[config.mk]
export PLATFORM = sky130hd
export DESIGN_NAME = hsec_cfg_regs
export DESIGN_NICKNAME = d
export VERILOG_FILES = /design/src/hdl/hsec_pkg.sv /design/src/hdl/hsec_cfg_regs.sv
export SDC_FILE = /design/constraint.sdc
export NUM_CORES = 1
export LEC_CHECK = 0
export BUFFER_PORTS_ARGS = -buffer_cell sky130_fd_sc_hd__clkbuf_2
export CORE_ASPECT_RATIO = 1.2
export CORE_UTILIZATION = 41
export DETAILED_ROUTE_END_ITERATION = 8
export PLACE_DENSITY = 0.82
export SYNTH_ARGS = -nofsm -noshare
export SYNTH_HDL_FRONTEND = slang
export SYNTH_SLANG_ARGS = --single-unit
[constraint.sdc]
create_clock -name clk -period 5 [get_ports clk]
set_clock_uncertainty 0.05 [all_clocks]
set_input_delay 0.5 -clock clk [delete_from_list [all_inputs] [get_ports clk]]
set_output_delay 0.5 -clock clk [all_outputs]
set_load 0.01 [all_outputs]
[src/hdl/hsec_pkg.sv]
// shared types, constants and helper functions for the hamming sec encoder/decoder
// no dependencies; imported by hsec_cfg_regs and hamming_sec_encode_decode
package hsec_pkg;

  localparam int WordW  = 63;
  localparam int FieldW = 6;

  localparam logic FN_ENCODE = 1'b0;
  localparam logic FN_DECODE = 1'b1;

  localparam logic REG_DATA_BITS = 1'b0;

  typedef enum logic [1:0] {
    ST_NONE   = 2'd0,
    ST_FIXED  = 2'd1,
    ST_UNCORR = 2'd2
  } err_status_t;

  typedef struct packed {
    logic [FieldW-1:0] m;
    logic [FieldW-1:0] n;
  } code_cfg_t;

  function automatic logic [2:0] check_count(input logic [FieldW-1:0] m, input int max_r);
    logic [2:0] r;
    logic       found;
    r     = 3'(max_r);
    found = 1'b0;
    for (int i = 1; i <= 6; i++) begin
      if (!found && (i <= max_r) && (8'(1 << i) >= (8'(m) + 8'(i) + 8'd1))) begin
        r     = 3'(i);
        found = 1'b1;
      end
    end
    return r;
  endfunction

  // codeword position (from 1) of data bit d
  function automatic int data_pos(input int d);
    int cnt;
    int pos;
    cnt = 0;
    pos = 0;
    for (int k = 1; k <= WordW; k++) begin
      if ((k & (k - 1)) != 0) begin
        if ((cnt == d) && (pos == 0)) pos = k;
        cnt++;
      end
    end
    return pos;
  endfunction

endpackage

[src/hdl/hsec_cfg_regs.sv]
// apb-style configuration register for the data length, plus derived code geometry
// depends on hsec_pkg
module hsec_cfg_regs #(
  parameter int MAX_CHECK_BITS = 6
) (
  input  logic               clk,
  input  logic               rst_n,
  input  logic               psel,
  input  logic               penable,
  input  logic               pwrite,
  input  logic [2:0]         paddr,
  input  logic [31:0]        pwdata,
  output logic [31:0]        prdata,
  output logic               pready,
  output hsec_pkg::code_cfg_t cfg
);
  import hsec_pkg::*;

  localparam int MaxM = (1 << MAX_CHECK_BITS) - MAX_CHECK_BITS - 1;

  logic [FieldW-1:0] data_bits_r;
  logic [FieldW-1:0] data_bits_nxt;
  logic [FieldW-1:0] m_eff;
  logic [2:0]        r_eff;

  assign pready = 1'b1;

  always_comb begin
    data_bits_nxt = data_bits_r;
    if (psel && penable && pwrite && (paddr[2] == REG_DATA_BITS)) begin
      data_bits_nxt = pwdata[FieldW-1:0];
    end
  end

  always_ff @(posedge clk) begin
    if (!rst_n) begin
      data_bits_r <= 6'd4;
    end else begin
      data_bits_r <= data_bits_nxt;
    end
  end

  always_comb begin
    prdata = 32'd0;
    if (paddr[2] == REG_DATA_BITS) prdata = {26'd0, data_bits_r};
  end

  always_comb begin
    m_eff = data_bits_r;
    if (m_eff == 6'd0) m_eff = 6'd1;
    if (m_eff > 6'(MaxM)) m_eff = 6'(MaxM);
    r_eff = check_count(m_eff, MAX_CHECK_BITS);
  end

  assign cfg.m = m_eff;
  assign cfg.n = m_eff + 6'(r_eff);

endmodule

==> results.md <==
* Placeable Area at 2759 µm²
* Crit path cell chain: and2_1, ha_1, nand2_1, a21oi_1, nor2_1, a211oi_1, o21ba_2, o21ai_0, ha_1, inv_1, fa_1, nor2b_1, o21ai_0, xnor2_1, clkbuf_2
* Reg power frac at 0.305
* Post-synthesis sequential area ratio at 0.1012
* Cts hold-fix bufs at 0
* Synth area leaders: buf_4 17%, ha_1 11%, dfxtp_1 10%
* Residual DRC at 0
* Row count at 21
* Post-synth EDFFs at 0
* Overall die height at 60.95 µm
* Mapped Avg Cell Area at 7.153 µm²
* Post-route ant nets at 0
* DIE AREA at 3116 µm²
* Synth async-reset ratio at 0
* Initial antenna violation count at 0
* Global-route usage over all layers at 0.1525
* Synthesized cell area at 1187 µm²
* FF+latch count, synth at 6
* Slew Limit Headroom at 0.6537
* Clock network fraction of design power at 0.264
* Library cells used by synthesis at 38
* Net Switching at 60.80 µW
* IO Pins at 85
* Outcome: finished, final reports clean
* Worst vdd ir at 0.1170 mV
* CTS root buffer: clkbuf_4
* CTS Buffer Depth at 2
* Critical Path End Type: output port
* Final net count at 240
* Hold Crit Class: in -> reg
* Top cell type's share of synthesized area at 0.1707
* Tightest Pin Transition at 0.5164 ns
* Max-cap check violation count at 0
* Max Clock Freq at 224.7 MHz
* Antenna fix cells at 0
* Num CTS Buffers at 3
* Number of setup violations in the final report at 0
* IO buf count at 29
* Final-layout fill cell count at 294
* Die W at 51.13 µm
* Worst Path Buf+Inv at 2
* Slew Viols, Final at 0
* Via count at 1,104
* Setup CP Type: reg -> out
* Final hold viol count at 0
* Final TNS setup at 0 ns
* WHS at 0.4121 ns
* Ys flop type: dfxtp_1
* Synthesis warning total at 0
* Share of cells above drive strength 1 at 0.2139
* CP max FO at 12
* Resize count post-CTS at 0
* Routed length per instance at 10.64 µm
* H-tree depth at 1
* Clock sinks at 6
* Count leader, synth: buf_4
* Vias in the first global route at 839
* Post-synth top area cell: buf_4
* Startpoint Class: flop
* Power per standard cell area at 132.4 nW/µm²
* Tcrit/Tclk final at 0.8901
* Final Critical Period at 4.450 ns
* Slowest cell on crit path: dfxtp_1
* Sw Share at 0.3649
* Post-synth top cells: 27 x buf_4, 16 x nor2_1, 12 x nor2b_1
* Top Family by Delay on Critical Path: compound AO/OA/AOI/OAI gates
* Initial DRC Count at 20
* Largest net degree at the start of global routing at 20
* Largest register FFs at 6
* Max incr delay on CP at 0.55 ns
* Global route overflow at 0
* Leak at 0.6608 nW
* WP data required at 4.45 ns
* Vias/cell at 4.995
* First-pass GRT wire length at 3.684 mm
* # Post-CTS Setup Buffers at 0
* Syn-to-layout area delta at 6.007%
* CTS tree: done
* WL final at 2.351 mm
* Design internal power at 105.8 µW
* Effective utilization at floorplan at 0.4304
* Post-DP HPWL at 1.815 mm
* Mapped Cells at 166
* RSZ-0062 raised after global routing: false
* 1st-pass router iterations at 4
* Reg with most FFs: data_bits_r
* Combinational power share at 0.431
* Worst-Skew Late Latency at 0.24 ns
* Critical Path AT at 3.90 ns
* Top flop regs: data_bits_r x6
* Global placer's final weighted congestion at 0.8157
* Clk slew on worst S/H paths at 0.04 ns
[kinds of logic after synthesis]
family,synth area share
simple gates,0.2540
buf+inv,0.2371
compound gates,0.1739
fa+ha+maj,0.1222
mux,0.06849
flops,0.1012
xor+xnor,0.03688
other cells,0.006325
[cells in the final DEF (no fill, tap or decap), types with 4 or more instances in the layout]
cell type  instances
nor3_1             6
inv_1              7
xnor2_1            4
nor2b_1           12
o21ai_0            7
conb_1            27
a21oi_1            7
dfxtp_1            6
nor2_1            16
nand2_1           10
clkbuf_2          29
ha_1              10
mux2i_1            7
[power groups by stage]
stage	Clock (mW)	Combinational [mW]	Sequential (mW)
final	0.0440	0.0717	0.0509
after CTS	0.0455	0.0720	0.0509
after floorplan	0	0.0686	0.0506
after global placement	0	0.0706	0.0517
after detailed placement	0	0.0715	0.0517
after global routing	0.0475	0.0807	0.0510
[worst paths after layout]
kind                                       end  cells past startpoint  slack (ns)           start
worst min-delay path            data_bits_r[2]                      2        0.41           rst_n
worst min register to register  data_bits_r[0]                      2        0.59  data_bits_r[0]
worst max register to register  data_bits_r[1]                      2        4.00  data_bits_r[1]
worst max-delay path                    cfg[4]                     15        0.55  data_bits_r[2]
[worst reg2reg max path, stage by stage, from the launching register on]
cell	delay (ns)
dfxtp_1	0.62
mux2i_1	0.14
nor2b_1	0.13
[routing by layer]
layer  vias up  GRT usage  share of wire
met1       508     0.1845           0.42
met4         0    0.06746          0.016
li1        546          -              -
met3         6    0.01253          0.050
met2        44     0.2744           0.51
met5         -          0              0
[cell type report]
| cell class | count | area (µm²) | area share |
|---|---|---|---|
| Tap cell | 34 | 42.54 | 0.03380 |
| Multi-Input combinational cell | 139 | 879.6 | 0.6988 |
| Sequential cell | 6 | 120.1 | 0.09543 |
| Timing Repair Buffer | 32 | 167.7 | 0.1332 |
| Clock buffer | 3 | 22.52 | 0.01789 |
| Inverter | 7 | 26.28 | 0.02087 |
[metrics by stage]
stage	worst slack, ns	std cells	util	instance area [µm²]	power, mW
final	0.5497	221	0.4562	1259	0.1666
after global routing	0.2461	221	0.4562	1259	0.1792
after CTS	0.5551	221	0.4562	1259	0.1684
after detailed placement	0.8302	218	0.4481	1236	0.1233
after global placement	0.9022	218	0.4481	1236	0.1223
after floorplan	0.9975	191	-	1281	0.1193
Power figures use the tool's default switching activity.
